[config.mk]
export PLATFORM = sky130hd
export DESIGN_NAME = slot_pool_allocator_recycle_oldest_top
export DESIGN_NICKNAME = d
export VERILOG_FILES = /design/src/rtl/core/spa_pkg.sv /design/src/rtl/core/slot_pool_allocator_recycle_oldest_top.sv /design/src/rtl/core/spa_apb_regs.sv /design/src/rtl/core/spa_engine.sv
export SDC_FILE = /design/constraint.sdc
export NUM_CORES = 1
export LEC_CHECK = 0
export BUFFER_PORTS_ARGS = -buffer_cell sky130_fd_sc_hd__buf_2
export CORE_MARGIN = 2
export CORE_UTILIZATION = 30
export CTS_CLUSTER_DIAMETER = 30
export DETAILED_ROUTE_END_ITERATION = 10
export GPL_ROUTABILITY_DRIVEN = 0
export PLACE_DENSITY = 0.59
export SLEW_MARGIN = 20
export SYNTH_ARGS = -nofsm -noshare
export SYNTH_HDL_FRONTEND = slang
export SYNTH_SLANG_ARGS = --single-unit
[constraint.sdc]
create_clock -name clk -period 7.4 [get_ports clk]
set_input_delay 0.37 -clock clk [delete_from_list [all_inputs] [get_ports clk]]
set_output_delay 0.37 -clock clk [all_outputs]
set_load 0.02 [all_outputs]
[src/rtl/core/spa_pkg.sv]
// Shared types and constants for the slot pool allocator.
// No dependencies; every other file of the block uses this package.
`timescale 1ns / 1ps

package spa_pkg;

    localparam int POOL_SLOTS_DEF  = 8;   // default pool depth
    localparam int RESET_POOL_SIZE = 8;   // pool_size after reset, before clamping
    localparam int SLOT_W          = 3;   // slot number width
    localparam int SIZE_W          = 4;   // pool_size register width
    localparam int APB_DATA_W      = 32;
    localparam int APB_ADDR_W      = 3;   // bit 2 is the register index
    localparam int REG_IDX_W       = 1;

    localparam logic [REG_IDX_W-1:0] REG_POOL_SIZE = 1'b0;

    localparam logic STATUS_OK      = 1'b0;
    localparam logic STATUS_IGNORED = 1'b1;

    typedef logic [SLOT_W-1:0] slot_t;
    typedef logic [SIZE_W-1:0] size_t;

    typedef enum logic
    {
        REQ_GRAB    = 1'b0,
        REQ_RELEASE = 1'b1
    } req_kind_t;

    typedef struct packed
    {
        req_kind_t req_type;
        slot_t     slot;
    } req_t;

    typedef struct packed
    {
        slot_t slot_out;
        logic  recycled;
        logic  status;
    } result_t;

    typedef struct packed
    {
        logic  init;   // one-cycle pulse: rebuild both lists
        size_t size;   // clamped size that goes with the pulse
    } cfg_t;

endpackage

[src/rtl/core/slot_pool_allocator_recycle_oldest_top.sv]
// Top level of the slot pool allocator with oldest-first reuse.
// Depends on spa_pkg, spa_apb_regs and spa_engine.
`timescale 1ns / 1ps

// Channel   Signals                                   Direction  Beat moves when
// --------  ----------------------------------------  ---------  ----------------------
// request   in_valid, in_stall, req_type, slot_in     in         in_valid && !in_stall
// result    out_valid, out_stall, slot_out,           out        out_valid && !out_stall
//           recycled, status
// config    psel, penable, pwrite, paddr, pwdata,     in/out     psel && penable &&
//           prdata, pready                                       pwrite (pready tied high)
//
// One request beat per cycle sustained while out_stall is low; each request
// passes the input register, then the result register. The whole list update
// for a request sits between those registers: a parallel compare over the
// in-use list and a one-step shift of the free or in-use list.
// Reset (rst_n, async) gives pool_size 8 clamped to POOL_SLOTS, all slots free.
// A result stalled by out_stall holds the result register; the input register
// then fills and in_stall rises until the result beat leaves.

module slot_pool_allocator_recycle_oldest_top #(
    parameter int POOL_SLOTS = spa_pkg::POOL_SLOTS_DEF
) (
    input  logic                            clk,
    input  logic                            rst_n,
    // request channel
    input  logic                            in_valid,
    output logic                            in_stall,
    input  logic                            req_type,
    input  logic [spa_pkg::SLOT_W-1:0]      slot_in,
    // result channel
    output logic                            out_valid,
    input  logic                            out_stall,
    output logic [spa_pkg::SLOT_W-1:0]      slot_out,
    output logic                            recycled,
    output logic                            status,
    // configuration port
    input  logic                            psel,
    input  logic                            penable,
    input  logic                            pwrite,
    input  logic [spa_pkg::APB_ADDR_W-1:0]  paddr,
    input  logic [spa_pkg::APB_DATA_W-1:0]  pwdata,
    output logic [spa_pkg::APB_DATA_W-1:0]  prdata,
    output logic                            pready
);

    localparam int CW = $clog2(POOL_SLOTS + 1);
    localparam int IW = (POOL_SLOTS > 1) ? $clog2(POOL_SLOTS) : 1;
    localparam int RST_SIZE = (spa_pkg::RESET_POOL_SIZE > POOL_SLOTS) ?
                              POOL_SLOTS : spa_pkg::RESET_POOL_SIZE;

    // configuration
    spa_pkg::size_t pool_size;
    spa_pkg::cfg_t  cfg;

    // handshake and pipeline control
    logic in_take;
    logic out_take;
    logic advance;
    logic in_v_reg,  in_v_next;
    logic out_v_reg, out_v_next;

    // request and result registers
    spa_pkg::req_t    req_reg,  req_next;
    spa_pkg::result_t res_reg,  res_next;
    spa_pkg::result_t res_comb;

    // list state
    spa_pkg::slot_t [POOL_SLOTS-1:0] free_reg, free_next, free_upd;
    spa_pkg::slot_t [POOL_SLOTS-1:0] used_reg, used_next, used_upd;
    logic [CW-1:0] free_cnt_reg, free_cnt_next, free_cnt_upd;
    logic [CW-1:0] used_cnt_reg, used_cnt_next, used_cnt_upd;

    spa_apb_regs #(
        .POOL_SLOTS (POOL_SLOTS)
    ) u_regs (
        .clk       (clk),
        .rst_n     (rst_n),
        .psel      (psel),
        .penable   (penable),
        .pwrite    (pwrite),
        .paddr     (paddr),
        .pwdata    (pwdata),
        .prdata    (prdata),
        .pready    (pready),
        .pool_size (pool_size),
        .cfg       (cfg)
    );

    spa_engine #(
        .POOL_SLOTS (POOL_SLOTS),
        .CW         (CW),
        .IW         (IW)
    ) u_engine (
        .req        (req_reg),
        .pool_size  (pool_size),
        .free_q     (free_reg),
        .free_cnt_q (free_cnt_reg),
        .used_q     (used_reg),
        .used_cnt_q (used_cnt_reg),
        .free_n     (free_upd),
        .free_cnt_n (free_cnt_upd),
        .used_n     (used_upd),
        .used_cnt_n (used_cnt_upd),
        .res        (res_comb)
    );

    // The request in the input register moves on whenever the result
    // register is empty or its beat is being taken this cycle.
    assign out_take = out_v_reg && !out_stall;
    assign advance  = in_v_reg && (!out_v_reg || !out_stall);
    assign in_stall = in_v_reg && !advance;
    assign in_take  = in_valid && !in_stall;

    always_comb
    begin
        in_v_next  = in_take ? 1'b1 : (advance ? 1'b0 : in_v_reg);
        out_v_next = advance ? 1'b1 : (out_take ? 1'b0 : out_v_reg);
        req_next   = req_reg;
        if (in_take)
        begin
            req_next.req_type = spa_pkg::req_kind_t'(req_type);
            req_next.slot     = slot_in;
        end
        res_next = advance ? res_comb : res_reg;
    end

    // List state: a pool_size write rebuilds everything, otherwise the
    // engine's update lands when the request advances.
    always_comb
    begin
        free_next     = free_reg;
        used_next     = used_reg;
        free_cnt_next = free_cnt_reg;
        used_cnt_next = used_cnt_reg;
        priority if (cfg.init)
        begin
            for (int i = 0; i < POOL_SLOTS; i++)
                free_next[i] = (32'(i) < 32'(cfg.size)) ? spa_pkg::SLOT_W'(i) : '0;
            free_cnt_next = CW'(cfg.size);
            used_cnt_next = '0;
        end
        else if (advance)
        begin
            free_next     = free_upd;
            used_next     = used_upd;
            free_cnt_next = free_cnt_upd;
            used_cnt_next = used_cnt_upd;
        end
    end

    always_ff @(posedge clk or negedge rst_n)
    begin
        if (!rst_n)
        begin
            in_v_reg     <= 1'b0;
            out_v_reg    <= 1'b0;
            free_cnt_reg <= CW'(RST_SIZE);
            used_cnt_reg <= '0;
            for (int i = 0; i < POOL_SLOTS; i++)
                free_reg[i] <= (i < RST_SIZE) ? spa_pkg::SLOT_W'(i) : '0;
        end
        else
        begin
            in_v_reg     <= in_v_next;
            out_v_reg    <= out_v_next;
            free_cnt_reg <= free_cnt_next;
            used_cnt_reg <= used_cnt_next;
            free_reg     <= free_next;
        end
    end

    // payload: no reset; in-use entries beyond the count are never read
    always_ff @(posedge clk)
    begin
        req_reg  <= req_next;
        res_reg  <= res_next;
        used_reg <= used_next;
    end

    assign out_valid = out_v_reg;
    assign slot_out  = res_reg.slot_out;
    assign recycled  = res_reg.recycled;
    assign status    = res_reg.status;

endmodule

[src/rtl/core/spa_apb_regs.sv]
// APB register file for the slot pool allocator: holds pool_size.
// Depends on spa_pkg.
`timescale 1ns / 1ps

module spa_apb_regs #(
    parameter int POOL_SLOTS = spa_pkg::POOL_SLOTS_DEF
) (
    input  logic                              clk,
    input  logic                              rst_n,
    input  logic                              psel,
    input  logic                              penable,
    input  logic                              pwrite,
    input  logic [spa_pkg::APB_ADDR_W-1:0]    paddr,
    input  logic [spa_pkg::APB_DATA_W-1:0]    pwdata,
    output logic [spa_pkg::APB_DATA_W-1:0]    prdata,
    output logic                              pready,
    output spa_pkg::size_t                    pool_size,
    output spa_pkg::cfg_t                     cfg
);

    localparam int RST_SIZE = (spa_pkg::RESET_POOL_SIZE > POOL_SLOTS) ?
                              POOL_SLOTS : spa_pkg::RESET_POOL_SIZE;

    spa_pkg::size_t size_reg;
    spa_pkg::size_t size_next;
    spa_pkg::size_t wr_raw;
    spa_pkg::size_t wr_clamped;
    logic           wr_hit;

    assign pready = 1'b1;
    assign wr_raw = pwdata[spa_pkg::SIZE_W-1:0];
    assign wr_hit = psel && penable && pwrite && pready &&
                    (paddr[2] == spa_pkg::REG_POOL_SIZE);

    always_comb
    begin
        priority if (wr_raw == '0)
            wr_clamped = spa_pkg::size_t'(1);
        else if (32'(wr_raw) > POOL_SLOTS)
            wr_clamped = spa_pkg::size_t'(POOL_SLOTS);
        else
            wr_clamped = wr_raw;
    end

    assign size_next = wr_hit ? wr_clamped : size_reg;

    always_ff @(posedge clk or negedge rst_n)
    begin
        if (!rst_n)
            size_reg <= spa_pkg::size_t'(RST_SIZE);
        else
            size_reg <= size_next;
    end

    always_comb
    begin
        if (paddr[2] == spa_pkg::REG_POOL_SIZE)
            prdata = {{(spa_pkg::APB_DATA_W-spa_pkg::SIZE_W){1'b0}}, size_reg};
        else
            prdata = '0;
    end

    assign pool_size = size_reg;
    assign cfg.init  = wr_hit;
    assign cfg.size  = wr_clamped;

endmodule

[src/rtl/core/spa_engine.sv]
// Combinational list update for one request: free-list pop/push, in-use
// append, oldest-first rotate and removal by parallel compare. Depends on spa_pkg.
`timescale 1ns / 1ps

module spa_engine #(
    parameter int POOL_SLOTS = spa_pkg::POOL_SLOTS_DEF,
    parameter int CW         = $clog2(POOL_SLOTS + 1),
    parameter int IW         = (POOL_SLOTS > 1) ? $clog2(POOL_SLOTS) : 1
) (
    input  spa_pkg::req_t                     req,
    input  spa_pkg::size_t                    pool_size,
    input  spa_pkg::slot_t [POOL_SLOTS-1:0]   free_q,
    input  logic [CW-1:0]                     free_cnt_q,
    input  spa_pkg::slot_t [POOL_SLOTS-1:0]   used_q,
    input  logic [CW-1:0]                     used_cnt_q,
    output spa_pkg::slot_t [POOL_SLOTS-1:0]   free_n,
    output logic [CW-1:0]                     free_cnt_n,
    output spa_pkg::slot_t [POOL_SLOTS-1:0]   used_n,
    output logic [CW-1:0]                     used_cnt_n,
    output spa_pkg::result_t                  res
);

    logic [POOL_SLOTS-1:0] match;
    logic                  found;
    logic [IW-1:0]         pos;
    logic                  in_range;
    spa_pkg::slot_t        taken;

    always_comb
    begin
        free_n     = free_q;
        used_n     = used_q;
        free_cnt_n = free_cnt_q;
        used_cnt_n = used_cnt_q;
        res.slot_out = '0;
        res.recycled = 1'b0;
        res.status   = spa_pkg::STATUS_OK;
        taken    = '0;
        found    = 1'b0;
        pos      = '0;
        in_range = ({1'b0, req.slot} < pool_size);

        // live in-use entries that hold the named slot
        for (int i = 0; i < POOL_SLOTS; i++)
            match[i] = (used_q[i] == req.slot) && (CW'(i) < used_cnt_q);

        // first match, oldest end wins
        for (int i = 0; i < POOL_SLOTS; i++)
        begin
            if (match[i] && !found)
            begin
                found = 1'b1;
                pos   = IW'(i);
            end
        end

        unique case (req.req_type)
            spa_pkg::REQ_GRAB:
            begin
                if ((free_cnt_q != '0) && (used_cnt_q < CW'(POOL_SLOTS)))
                begin
                    taken = free_q[0];
                    for (int i = 0; i < POOL_SLOTS - 1; i++)
                        free_n[i] = free_q[i+1];
                    free_cnt_n = free_cnt_q - CW'(1);
                    used_n[used_cnt_q[IW-1:0]] = taken;
                    used_cnt_n = used_cnt_q + CW'(1);
                    res.slot_out = taken;
                end
                else if (used_cnt_q != '0)
                begin
                    // no free slot: rotate oldest in-use slot to the young end
                    taken = used_q[0];
                    for (int i = 0; i < POOL_SLOTS; i++)
                    begin
                        if (CW'(i) + CW'(1) == used_cnt_q)
                            used_n[i] = taken;
                        else if ((i < POOL_SLOTS - 1) && (CW'(i) + CW'(1) < used_cnt_q))
                            used_n[i] = used_q[(i < POOL_SLOTS - 1) ? i + 1 : i];
                    end
                    res.slot_out = taken;
                    res.recycled = 1'b1;
                end
            end
            spa_pkg::REQ_RELEASE:
            begin
                res.slot_out = req.slot;
                if (in_range && found && (free_cnt_q < CW'(POOL_SLOTS)))
                begin
                    for (int i = 0; i < POOL_SLOTS - 1; i++)
                    begin
                        if (IW'(i) >= pos)
                            used_n[i] = used_q[i+1];
                    end
                    used_cnt_n = used_cnt_q - CW'(1);
                    free_n[free_cnt_q[IW-1:0]] = req.slot;
                    free_cnt_n = free_cnt_q + CW'(1);
                end
                else
                    res.status = spa_pkg::STATUS_IGNORED;
            end
        endcase
    end

endmodule

# == Yosys cells after proc, flatten, opt, wreduce, memory -nomap -nowiden ==
# Cells that the tools add are included.
# totals
ff_bits,71
out_inout_bits,40
wordCells,239
# op_classes
n_addsub,4
order_cmp,30
eq_ne,35
mux,81
bitwise_logic,3
n_reduce_logical,60
# ops
op,n
24-bit two-way mux,5
3-bit two-way mux,36
21-bit one-hot mux with 2 select lines,2
24-bit bitwise mux,2
4-bit two-way mux,12
21-bit two-way mux,2
6-bit AND reduction,6
3-bit by 4-bit less-than comparator with 1-bit output (first input constant),8
1-bit logical AND,27
3-bit equality test,8
4-bit by 1-bit inequality test with 1-bit output (second input constant),6
3-bit demux with 3-bit select,2
3-bit by 4-bit equality test with 1-bit output (first input constant),4
2-bit by 4-bit less-than comparator with 1-bit output (first input constant),4
2-bit by 1-bit inequality test with 1-bit output (second input constant),8
4-bit one-hot mux with 2 select lines,2
1-bit two-way mux,15
2-bit nonzero test,7
1-bit by 4-bit less-than comparator with 1-bit output (first input constant),3
1-bit zero test,11
3-bit greater-or-equal comparator (first input constant),3
3-bit by 1-bit inequality test with 1-bit output (second input constant),3
4-bit by 1-bit adder with 4-bit output (second input constant),2
2-bit by 4-bit equality test with 1-bit output (first input constant),2
21 further kinds,33

# == Logic depth before layout (Yosys ltp) ==
# Gate-level depths: netlist of the first run.
# logic_depth
word_depth,30
ltp_mapped,11

# == Hierarchy ==
# A second synthesis of the first run with hierarchy kept.
# hier_totals
cells_unflattened,745
hier_area_um2,6015.8
# by_module_without_submodules
module,n_inst,cells_each,area_each_um2,seq_area_each_um2
spa_engine,1,500,3061.7,0.0
slot_pool_allocator_recycle_oldest_top,1,192,2473.6,1858.0
spa_apb_regs,1,53,480.5,101.3

# == Least setup slack after synthesis of the first run ==
# No wires, ideal clock.
# synth_timing
path_type,flip-flop to flip-flop
start,reg used_cnt_reg[0]
end,reg used_reg[12] (netlist bit) (enable)
setup_time_ns,0.354
arrival_time_ns,2.391
t_required_ns,7.046
path_slack_ns,4.655
stages_incl_launch_ff,10
synth_period_minus_slack_ns,2.745
path_cell_list,dfrtp_1 > clkbuf_1 > inv_1 > ha_1 > nor2_1 > o311ai_1 > o21ai_0 > o31a_1 > o21ai_0 > a211oi_1
# synth_between
elab_chain_cells,28
word_cells_on_any_way,57
cone_classes,10 x order compare; 5 x eq/ne; 15 x mux; 27 x reduce/logical
# synth_lines
element,line,text
"start, declared",slot_pool_allocator_recycle_oldest_top.sv:72,"logic [CW-1:0] used_cnt_reg, used_cnt_next, used_cnt_upd;"
"start signal, assigned",slot_pool_allocator_recycle_oldest_top.sv:168,used_cnt_reg <= used_cnt_next;
branches (longest 27 deep; another with 1-bit by 4-bit less-than comparator with 1-bit output),n/a,
6-bit AND reduction (no line) *,n/a,
"end signal, assigned",slot_pool_allocator_recycle_oldest_top.sv:178,used_reg <= used_next;
"end, declared",slot_pool_allocator_recycle_oldest_top.sv:70,"spa_pkg::slot_t [POOL_SLOTS-1:0] used_reg, used_next, used_upd;"
# Every way passes the cells marked *.
# A chain may end at the register's enable or synchronous reset.

# == Final worst setup path of the first run ==
# layout_timing
start,reg req_reg[3] (netlist bit)
end,reg free_reg[18] (netlist bit)
# layout_between
elab_chain_cells,4
word_cells_on_any_way,7
cone_classes,2 x eq/ne; 3 x mux; 1 x bitwise; 1 x reduce/logical
# layout_lines
element,line,text
"start, declared",slot_pool_allocator_recycle_oldest_top.sv:64,"spa_pkg::req_t req_reg, req_next;"
"start signal, assigned",slot_pool_allocator_recycle_oldest_top.sv:176,req_reg <= req_next;
1-bit NOT,spa_engine.sv:57,unique case (req.req_type)
21-bit one-hot mux with 2 select lines,spa_engine.sv:57,
24-bit two-way mux,slot_pool_allocator_recycle_oldest_top.sv:143,else if (advance)
24-bit two-way mux,slot_pool_allocator_recycle_oldest_top.sv:136,priority if (cfg.init)
"end signal, assigned by index",slot_pool_allocator_recycle_oldest_top.sv:161,free_reg[i] <= (i < RST_SIZE) ? spa_pkg::SLOT_W'(i) : '0;
"end signal, assigned",slot_pool_allocator_recycle_oldest_top.sv:169,free_reg <= free_next;
"end, declared",slot_pool_allocator_recycle_oldest_top.sv:69,"spa_pkg::slot_t [POOL_SLOTS-1:0] free_reg, free_next, free_upd;"
# Parallel ways exist; a longest one is shown, timed or not. The select of a mux whose other input is x is not followed.

==> results of run 1 <==
area by class of cell:
type                    count  area [sq um]
repair buffers             31           168
inverters                  10          37.5
clock buffers              16           292
fillers                  1715         11100
multi-input cells         468          2790
well taps                 220           275
flip-flops and latches     71          1960
cells by family after synthesis:
family                     after synthesis
buffers and inverters                   89
AOI/OAI and AO/OA                      162
and+or+nand+nor                        236
muxes                                    4
xor gates and xnor gates                28
DFF                                     71
adders and majority gates                9
other                                    2
placed cells by master (no fill, tap or decap), types with 5 or more instances in the layout:
| master | Yosys | layout |
|---|---|---|
| a31oi_1 | 16 | 16 |
| nand2_1 | 72 | 72 |
| nand3_1 | 18 | 18 |
| xnor2_1 | 15 | 15 |
| a32oi_1 | 10 | 10 |
| nor4_1 | 7 | 7 |
| o21ai_0 | 44 | 44 |
| edfxtp_1 | 33 | 33 |
| inv_1 | 10 | 10 |
| xor2_1 | 13 | 13 |
| and3_1 | 14 | 14 |
| dfstp_2 | 14 | 14 |
| a211oi_1 | 6 | 6 |
| o211ai_1 | 7 | 7 |
| ha_1 | 8 | 8 |
| buf_4 | 31 | 5 |
| conb_1 | 2 | 29 |
| o221ai_1 | 12 | 12 |
| a21oi_1 | 30 | 30 |
| or3_1 | 5 | 5 |
| nand2b_1 | 10 | 10 |
| nor3_1 | 33 | 33 |
| buf_2 | 8 | 26 |
| nor2_1 | 40 | 40 |
| dfrtp_1 | 24 | 24 |
| clkbuf_16 | 0 | 9 |
| nor2b_1 | 9 | 9 |
how the worst min path moves through the flow:
| stage | from | to | slack [ns] | cells past startpoint |
|---|---|---|---|---|
| 2_1_floorplan | rst_n | free_cnt_reg[0] | 0.07 | 0 |
| 3_3_place_gp | u_regs.pool_size[3] | u_regs.pool_size[3] | 0.46 | 2 |
| 3_5_place_dp | u_regs.pool_size[3] | u_regs.pool_size[3] | 0.46 | 2 |
| 4_1_cts | rst_n | free_reg[12] | 0.16 | 1 |
| 5_1_grt | slot_in[1] | req_reg[1] | 0.18 | 1 |
| 6_report | rst_n | free_reg[12] | 0.14 | 1 |
metal layers:
metal | share of wire, % | track usage [%] | up-vias | wire length, microns
li1 | - | - | 2128 | -
met1 | 44 | 21.6 | 2205 | 6540
met2 | 48 | 27.9 | 181 | 7150
met3 | 5.3 | 3.60 | 31 | 792
met4 | 2.5 | 6.43 | 0 | 368
met5 | 0 | 0 | - | 0
per-stage QoR:
step	setup WS [ns]	area [sq um]	cells	hold slack, ns
global placement	3.48	5220	800	0.458
global route	3.03	5520	816	0.184
detailed placement	3.37	5220	800	0.458
finish	3.24	5520	816	0.137
CTS	3.38	5510	816	0.158
floorplan	4.65	5210	628	0.0744
power breakdown:
group	total (mW)	switching [mW]	internal, mW
logic	0.824	0.511	0.313
registers	0.746	0.181	0.565
clock network	0.427	0.163	0.264
total	2.00	0.854	1.14
critical path: cells and delay by family (launching register included):
family                 cells  cell delay [ns]
AOI/OAI and AO/OA          3             1.93
and+or+nand+nor            2             0.75
DFF                        1             0.31
buffers and inverters      2             1.02
==> results.sh, run 1 <==
export IMPL_outcome="finished clean"
export IMPL_grt_ovfl_total=0
export IMPL_first_global_vias=4407
export IMPL_tightest_slew_ns=1.16
export IMPL_max_slew_margin_rel_pct=23.0
export IMPL_critical_path_arrival_ns=4.39
export IMPL_ir_drop_mv=0.127
export IMPL_final_setup_tns_ns=0
export IMPL_global_route_wire_length_before_repair_microns=23800
export IMPL_areaGrowthSynthToFinish_pct=7.96
export IMPL_synth_enable_flop_cells=33
export IMPL_synth_top_cells_by_area="edfxtp_1 19%, dfrtp_1 12%, dfstp_2 7.2%"
export IMPL_synth_async_sr_flop_share_pct=53.5
export IMPL_synthCells=601
export IMPL_clk_transition_reported_paths_ns=0.06
export IMPL_wirelength_microns=14900
export IMPL_numPortBuffers=26
export IMPL_slowest_delay_ns=1.01
export IMPL_layout_core_utilization_pct=33.2
export IMPL_synth_area_per_cell_sq_um=8.50
export IMPL_post_synth_top_count_cell="nand2_1"
export IMPL_timing_reg2reg_worst_path_depth=7
export IMPL_critPathLaunchType="register"
export IMPL_cts_repair_resized_insts=0
export IMPL_worstSetupPathType="register to register"
export IMPL_diodes=0
export IMPL_clock_skew_ns=0.00795
export IMPL_r2r_start="req_reg[3]"
export IMPL_synth_flop_cell="edfxtp_1"
export IMPL_residual_antenna_violating_net_count_after_detailed_routing=0
export IMPL_area_of_the_mapped_netlist_sq_mm=0.00511
export IMPL_largest_family_of_logic_cells_by_synthesized_area="simple AND/OR/NAND/NOR gates"
export IMPL_power_density_mw_per_mm2=362
export IMPL_globalRouteTotalUtil_pct=16.9
export IMPL_crit_reg_reg_endpoint="free_reg[18]"
export IMPL_tritoncts_clock_tree="built"
export IMPL_pin_count=86
export IMPL_wl_per_cell_microns=18.2
export IMPL_beginning_of_the_critical_path="req_reg[3]"
export IMPL_floorplan_initialDensity_pct=30.7
export IMPL_finalWorstPathRequiredPeriod_ns=4.16
export IMPL_max_capacitance_violation_count=0
export IMPL_dieArea_sq_mm=0.0181
export IMPL_std_cell_rows=47
export IMPL_cts_buffers_inserted=9
export IMPL_maximum_clock_path_buffer_count=2
export IMPL_cts_sink_count=71
export IMPL_proportion_of_layout_cells_with_a_drive_suffix_above_1_pct=11.4
export IMPL_grt_max_degree=43
export IMPL_synth_largest_area_cell="edfxtp_1"
export IMPL_dr_pass1_iters=5
export IMPL_yosysSeqAreaShare_pct=38.3
export IMPL_yosysWarnings=0
export IMPL_starting_drt_drc_count=377
export IMPL_die_h_microns=135
export IMPL_vias_per_cell=5.57
export IMPL_dieWidth_microns=135
export IMPL_crit_chain="buf_4 > inv_1 > or3_1 > a21oi_1 > o31a_1 > nor2_1 > a2111oi_1"
export IMPL_drt_drc_violations_left=0
export IMPL_synth_compound_area_share_pct=21.2
export IMPL_worst_setup_end_kind="register"
export IMPL_timing_final_crit_share_pct=56.3
export IMPL_simple_gate_share_of_the_synthesized_area_pct=23.0
export IMPL_muxShareOfSynthArea_pct=0.832
export IMPL_total_setup_violations_reported_at_the_end_of_the_flow=0
export IMPL_cts_stage_hold_buffer_count=0
export IMPL_flip_flop_and_latch_count_after_synthesis=71
export IMPL_detailroute_via_count=4545
export IMPL_cp_endpoint="free_reg[18]"
export IMPL_synth_cells_most_frequent="72 x nand2_1, 44 x o21ai_0, 40 x nor2_1"
export IMPL_postCtsSetupRepairBufs=0
export IMPL_clock_latency_ns=0.35
export IMPL_power_consumption_mw=2.00
export IMPL_r2r_setup_slack_ns=3.24
export IMPL_fp_coreArea_sq_mm=0.0166
export IMPL_crit_path_max_fanout=42
export IMPL_yosys_area_share_adder_pct=2.35
export IMPL_report_final_slew_viol_count=0
export IMPL_leakagePower_nw=2.13
export IMPL_xor_xnor_cell_area_share_of_the_yosys_netlist_pct=4.80
export IMPL_worst_path_max_delay_cell="o31a_1"
export IMPL_grt_setup_unrepaired="no"
export IMPL_antenna_found_initial=0
export IMPL_cts_htree_levels=3
export IMPL_post_dp_hpwl_microns=10000
export IMPL_final_stage_net_count=646
export IMPL_timing_hold_worst_class="input port to asynchronous set/reset pin"
export IMPL_synthDominantCellAreaShare_pct=19.4
export IMPL_max_freq_mhz=240
export IMPL_hold_violations=0
export IMPL_cts_root_buffer_cell="clkbuf_16"
export IMPL_worst_endpoint_required_ns=7.63
export IMPL_synth_cell_types=66
No activity file was read; power rests on OpenSTA's default activity.
==> run 2, diff against run 1 <==
==> constraint.sdc (replaced) <==
create_clock -name clk -period 4.09 [get_ports clk]
set_input_delay 0.2045 -clock clk [delete_from_list [all_inputs] [get_ports clk]]
set_output_delay 0.2045 -clock clk [all_outputs]
set_load 0.02 [all_outputs]
==> results.sh, run 2 (synthesis results as in run 1) <==
export IMPL_fp_coreArea_sq_mm=0.0166
export IMPL_path_common_cell="o21ai_0"
export IMPL_total_setup_violations_reported_at_the_end_of_the_flow=0
export IMPL_timing_final_crit_share_pct=87.6
export IMPL_detailroute_via_count=4627
export IMPL_first_global_vias=4384
export IMPL_residual_antenna_violating_net_count_after_detailed_routing=0
export IMPL_cts_stage_hold_buffer_count=0
export IMPL_worstSetupPathType="register to register"
export IMPL_max_slew_margin_rel_pct=37.0
export IMPL_grt_setup_unrepaired="no"
export IMPL_cts_htree_levels=3
export IMPL_detailed_place_area_sq_mm=0.00526
export IMPL_fin_hold_ws_ns=-0.00929
export IMPL_final_setup_tns_ns=0
export IMPL_crit_path_max_fanout=11
export IMPL_critPathLaunchType="register"
export IMPL_dieWidth_microns=135
export IMPL_worst_setup_end_kind="register"
export IMPL_std_cell_rows=47
export IMPL_r2r_start="used_cnt_reg[0]"
export IMPL_placedCellCount=806
export IMPL_starting_drt_drc_count=501
export IMPL_failed_checks="hold timing"
export IMPL_clk_transition_reported_paths_ns=0.06
export IMPL_maximum_clock_path_buffer_count=2
export IMPL_diodes=0
export IMPL_worst_endpoint_required_ns=4.06
export IMPL_timing_reg2reg_worst_path_depth=8
export IMPL_postCtsSetupRepairBufs=0
export IMPL_worst_path_max_delay_cell="o21ai_0"
export IMPL_report_final_slew_viol_count=0
export IMPL_proportion_of_layout_cells_with_a_drive_suffix_above_1_pct=12.6
export IMPL_finalWorstSetupSlack_ns=0.507
export IMPL_areaGrowthSynthToFinish_pct=8.89
export IMPL_global_route_wire_length_before_repair_microns=23300
export IMPL_cts_sink_count=71
export IMPL_grt_max_degree=39
export IMPL_max_capacitance_violation_count=0
export IMPL_max_freq_mhz=279
export IMPL_hold_violations=10
export IMPL_clock_skew_ns=0.00676
export IMPL_mostFrequentLayoutCells="72 x nand2_1, 44 x o21ai_0, 40 x nor2_1"
export IMPL_cts_root_buffer_cell="clkbuf_16"
export IMPL_crit_reg_reg_endpoint="used_reg[13]"
export IMPL_clock_latency_ns=0.34
export IMPL_dieArea_sq_mm=0.0181
export IMPL_tritoncts_clock_tree="built"
export IMPL_numPortBuffers=26
export IMPL_antenna_found_initial=0
export IMPL_tightest_slew_ns=0.942
export IMPL_most_common_library_cell_in_the_layout_ignoring_fill_and_taps="nand2_1"
export IMPL_final_cell_area_sq_mm=0.00557
export IMPL_ir_drop_mv=0.229
export IMPL_crit_chain="inv_1 > ha_1 > nor2_1 > o311ai_1 > o21ai_0 > o31a_1 > o21ai_0 > a211oi_1"
export IMPL_outcome="finished, violations left"
export IMPL_post_place_ws_ns=0.710
export IMPL_wl_per_cell_microns=17.9
export IMPL_dr_pass1_iters=5
export IMPL_globalRouteTotalUtil_pct=16.4
export IMPL_cts_repair_resized_insts=0
export IMPL_pin_count=86
export IMPL_slowest_delay_ns=0.67
export IMPL_r2r_setup_slack_ns=0.51
export IMPL_power_density_mw_per_mm2=653
export IMPL_post_dp_hpwl_microns=10200
export IMPL_final_stage_net_count=652
export IMPL_grt_ovfl_total=0
export IMPL_floorplan_initialDensity_pct=30.7
export IMPL_die_h_microns=135
export IMPL_critical_path_arrival_ns=3.55
export IMPL_power_consumption_mw=3.64
export IMPL_vias_per_cell=5.63
export IMPL_finalWorstPathRequiredPeriod_ns=3.58
export IMPL_cts_buffers_inserted=9
export IMPL_wirelength_microns=14700
export IMPL_layout_core_utilization_pct=33.4
export IMPL_timing_hold_worst_class="input port to asynchronous set/reset pin"
export IMPL_drt_drc_violations_left=0
export IMPL_layoutNonFillerInstCount=822
export IMPL_leakagePower_nw=2.16
-- run 2: how the worst max path moves through the flow --
stage                         start           end
global placement    used_cnt_reg[0]  free_reg[18]
detailed placement  used_cnt_reg[0]  free_reg[18]
global route        used_cnt_reg[0]  free_reg[18]
floorplan           used_cnt_reg[0]  used_reg[12]
CTS                 used_cnt_reg[0]  free_reg[18]
finish              used_cnt_reg[0]  used_reg[13]
-- run 2: layer usage --
| layer | vias up | track usage [%] | wire length [microns] |
|---|---|---|---|
| li1 | 2137 | - | - |
| met4 | 0 | 4.97 | 251 |
| met2 | 213 | 27.0 | 7100 |
| met3 | 27 | 3.34 | 1030 |
| met5 | - | 0 | 0 |
| met1 | 2250 | 21.8 | 6320 |
-- run 2: power breakdown --
| part | total, mW | switching (mW) | leakage [nW] | internal, mW |
|---|---|---|---|---|
| clock | 0.796 | 0.294 | 0.152 | 0.502 |
| sequential | 1.35 | 0.327 | 0.760 | 1.02 |
| combinational | 1.49 | 0.916 | 1.25 | 0.576 |
| total | 3.64 | 1.54 | 2.16 | 2.10 |
-- run 2: cell type report --
class,instances,area (sq um)
Inverter,10,37.5
Clock inverter,4,45.0
Multi-Input combinational cell,468,2780
Tap cell,220,275
Timing Repair Buffer,37,213
Clock buffer,12,256
Fill cell,1710,11100
Sequential cell,71,1960
-- run 2: worst max-delay path, delay by kind of cell (launching register included) --
kind                     cells  cell delay, ns
AO/OA/AOI/OAI                5            1.95
flip-flops                   1            0.53
adder cells (fa/ha/maj)      1            0.35
buffers and inverters        1            0.22
AND/OR/NAND/NOR              1            0.16
==> run 3, diff against run 2 <==
--- a/config.mk
+++ b/config.mk
@@ -11,7 +11,7 @@
 export CTS_CLUSTER_DIAMETER = 30
 export DETAILED_ROUTE_END_ITERATION = 10
 export GPL_ROUTABILITY_DRIVEN = 0
-export PLACE_DENSITY = 0.59
+export PLACE_DENSITY_LB_ADDON = 0.2
 export SLEW_MARGIN = 20
 export SYNTH_ARGS = -nofsm -noshare
 export SYNTH_HDL_FRONTEND = slang
==> results.sh, run 3 (synthesis results as in run 1) <==
export IMPL_leakagePower_nw=2.17
export IMPL_worst_path_max_delay_cell="o21ai_0"
export IMPL_proportion_of_layout_cells_with_a_drive_suffix_above_1_pct=13.0
export IMPL_layout_core_utilization_pct=33.5
export IMPL_grt_max_degree=39
export IMPL_pin_count=86
export IMPL_post_dp_hpwl_microns=10700
export IMPL_detailed_place_area_sq_mm=0.00530
export IMPL_final_setup_tns_ns=0
export IMPL_cts_stage_hold_buffer_count=0
export IMPL_residual_antenna_violating_net_count_after_detailed_routing=0
export IMPL_worst_endpoint_required_ns=4.07
export IMPL_timing_final_crit_share_pct=87.6
export IMPL_worstSetupPathType="register to register"
export IMPL_max_slew_margin_rel_pct=34.9
export IMPL_clk_transition_reported_paths_ns=0.06
export IMPL_wirelength_microns=15700
export IMPL_diodes=0
export IMPL_crit_path_max_fanout=11
export IMPL_cts_htree_levels=3
export IMPL_r2r_setup_slack_ns=0.51
export IMPL_finalWorstPathRequiredPeriod_ns=3.58
export IMPL_global_route_wire_length_before_repair_microns=24800
export IMPL_critical_path_arrival_ns=3.56
export IMPL_drt_drc_violations_left=0
export IMPL_final_stage_net_count=657
export IMPL_die_h_microns=135
export IMPL_total_setup_violations_reported_at_the_end_of_the_flow=0
export IMPL_path_common_cell="o21ai_0"
export IMPL_vias_per_cell=5.58
export IMPL_clock_latency_ns=0.35
export IMPL_antenna_found_initial=0
export IMPL_max_freq_mhz=279
export IMPL_fp_coreArea_sq_mm=0.0166
export IMPL_n_fill_cell=1746
export IMPL_report_final_slew_viol_count=0
export IMPL_slowest_delay_ns=0.66
export IMPL_ir_drop_mv=0.285
export IMPL_first_global_vias=4517
export IMPL_globalRouteTotalUtil_pct=17.7
export IMPL_tightest_slew_ns=0.951
export IMPL_numPortBuffers=26
export IMPL_cts_repair_resized_insts=0
export IMPL_dieWidth_microns=135
export IMPL_areaGrowthSynthToFinish_pct=8.94
export IMPL_failed_checks="hold timing"
export IMPL_detailroute_via_count=4611
export IMPL_power_consumption_mw=3.62
export IMPL_crit_chain="inv_1 > ha_1 > nor2_1 > o311ai_1 > o21ai_0 > o31a_1 > o21ai_0 > a211oi_1"
export IMPL_cts_sink_count=71
export IMPL_maximum_clock_path_buffer_count=2
export IMPL_mostFrequentLayoutCells="72 x nand2_1, 44 x o21ai_0, 40 x nor2_1"
export IMPL_final_cell_area_sq_mm=0.00557
export IMPL_grt_setup_unrepaired="no"
export IMPL_worst_setup_end_kind="register"
export IMPL_postCtsSetupRepairBufs=0
export IMPL_critPathLaunchType="register"
export IMPL_grt_ovfl_total=0
export IMPL_tritoncts_clock_tree="built"
export IMPL_most_common_library_cell_in_the_layout_ignoring_fill_and_taps="nand2_1"
export IMPL_starting_drt_drc_count=285
export IMPL_dr_pass1_iters=4
export IMPL_clock_skew_ns=0.00835
export IMPL_timing_hold_worst_class="input port to asynchronous set/reset pin"
export IMPL_wl_per_cell_microns=19.0
export IMPL_cts_root_buffer_cell="clkbuf_16"
export IMPL_std_cell_rows=47
export IMPL_power_density_mw_per_mm2=650
export IMPL_max_capacitance_violation_count=0
export IMPL_outcome="finished, violations left"
export IMPL_fin_hold_ws_ns=-0.00858
export IMPL_cts_buffers_inserted=9
export IMPL_dieArea_sq_mm=0.0181
export IMPL_hold_violations=10
export IMPL_floorplan_initialDensity_pct=30.7
[run 3: cell count changes in the layout (fill, tap and decap cells not counted)]
| cell | delta |
|---|---|
| clkbuf_1 | +1 |
| clkinv_2 | -1 |
| clkinvlp_4 | +1 |
| a2111oi_0 | +1 |
| clkbuf_8 | -1 |
| a2111oi_1 | -1 |
| bufinv_16 | -1 |
| buf_4 | +5 |
| clkinv_1 | +1 |
[run 3: where the power goes]
part / internal, mW / switching, mW
Clock: 0.423 / 0.307
Sequential: 1.02 / 0.319
Combinational: 0.601 / 0.949
Total: 2.05 / 1.57
[run 3: worst max-delay path, delay by kind of cell, from the launching register on]
kind	cells	cell delay [ns]
DFF	1	0.56
and+or+nand+nor	1	0.16
buffers and inverters	1	0.24
AOI/OAI and AO/OA	5	1.90
adders and majority gates	1	0.36
[run 3: path summary, 6_finish.rpt]
check                      cells past startpoint                 from                  end
setup / recovery                               8      used_cnt_reg[0]         used_reg[13]
hold / removal                                 1                rst_n          free_reg[5]
setup reg to reg                               8      used_cnt_reg[0]         used_reg[13]
hold reg to reg                                2  u_regs.pool_size[3]  u_regs.pool_size[3]
max in group asynchronous                      1                rst_n         free_reg[11]
min in group clk                               1           slot_in[1]           req_reg[1]
[run 3: cell type report]
type / count / area, sq um / share of cell area (%)
well taps: 220 / 275 / 4.94
inverters: 10 / 37.5 / 0.674
repair buffers: 42 / 250 / 4.49
multi-input cells: 468 / 2780 / 49.9
clock inverters: 4 / 21.3 / 0.382
clock buffers: 12 / 246 / 4.43
flip-flops and latches: 71 / 1960 / 35.2
[run 3: stage by stage]
step | setup slack [ns] | std cells | hold slack, ns
floorplan | 1.34 | 628 | -0.0911
global placement | 0.738 | 811 | 0.382
detailed placement | 0.636 | 811 | 0.383
CTS | 0.616 | 827 | 0.0161
global route | 0.297 | 827 | 0.0160
finish | 0.506 | 827 | -0.00858
[run 3: per-layer routing]
| layer | vias to the layer above | routed length (microns) | track usage [%] | share of wire [%] |
|---|---|---|---|---|
| li1 | 2152 | - | - | - |
| met1 | 2295 | 7110 | 23.4 | 45 |
| met2 | 139 | 7530 | 28.7 | 48 |
| met3 | 25 | 752 | 3.90 | 4.8 |
| met4 | 0 | 340 | 6.32 | 2.2 |
| met5 | - | 0 | 0 | 0 |
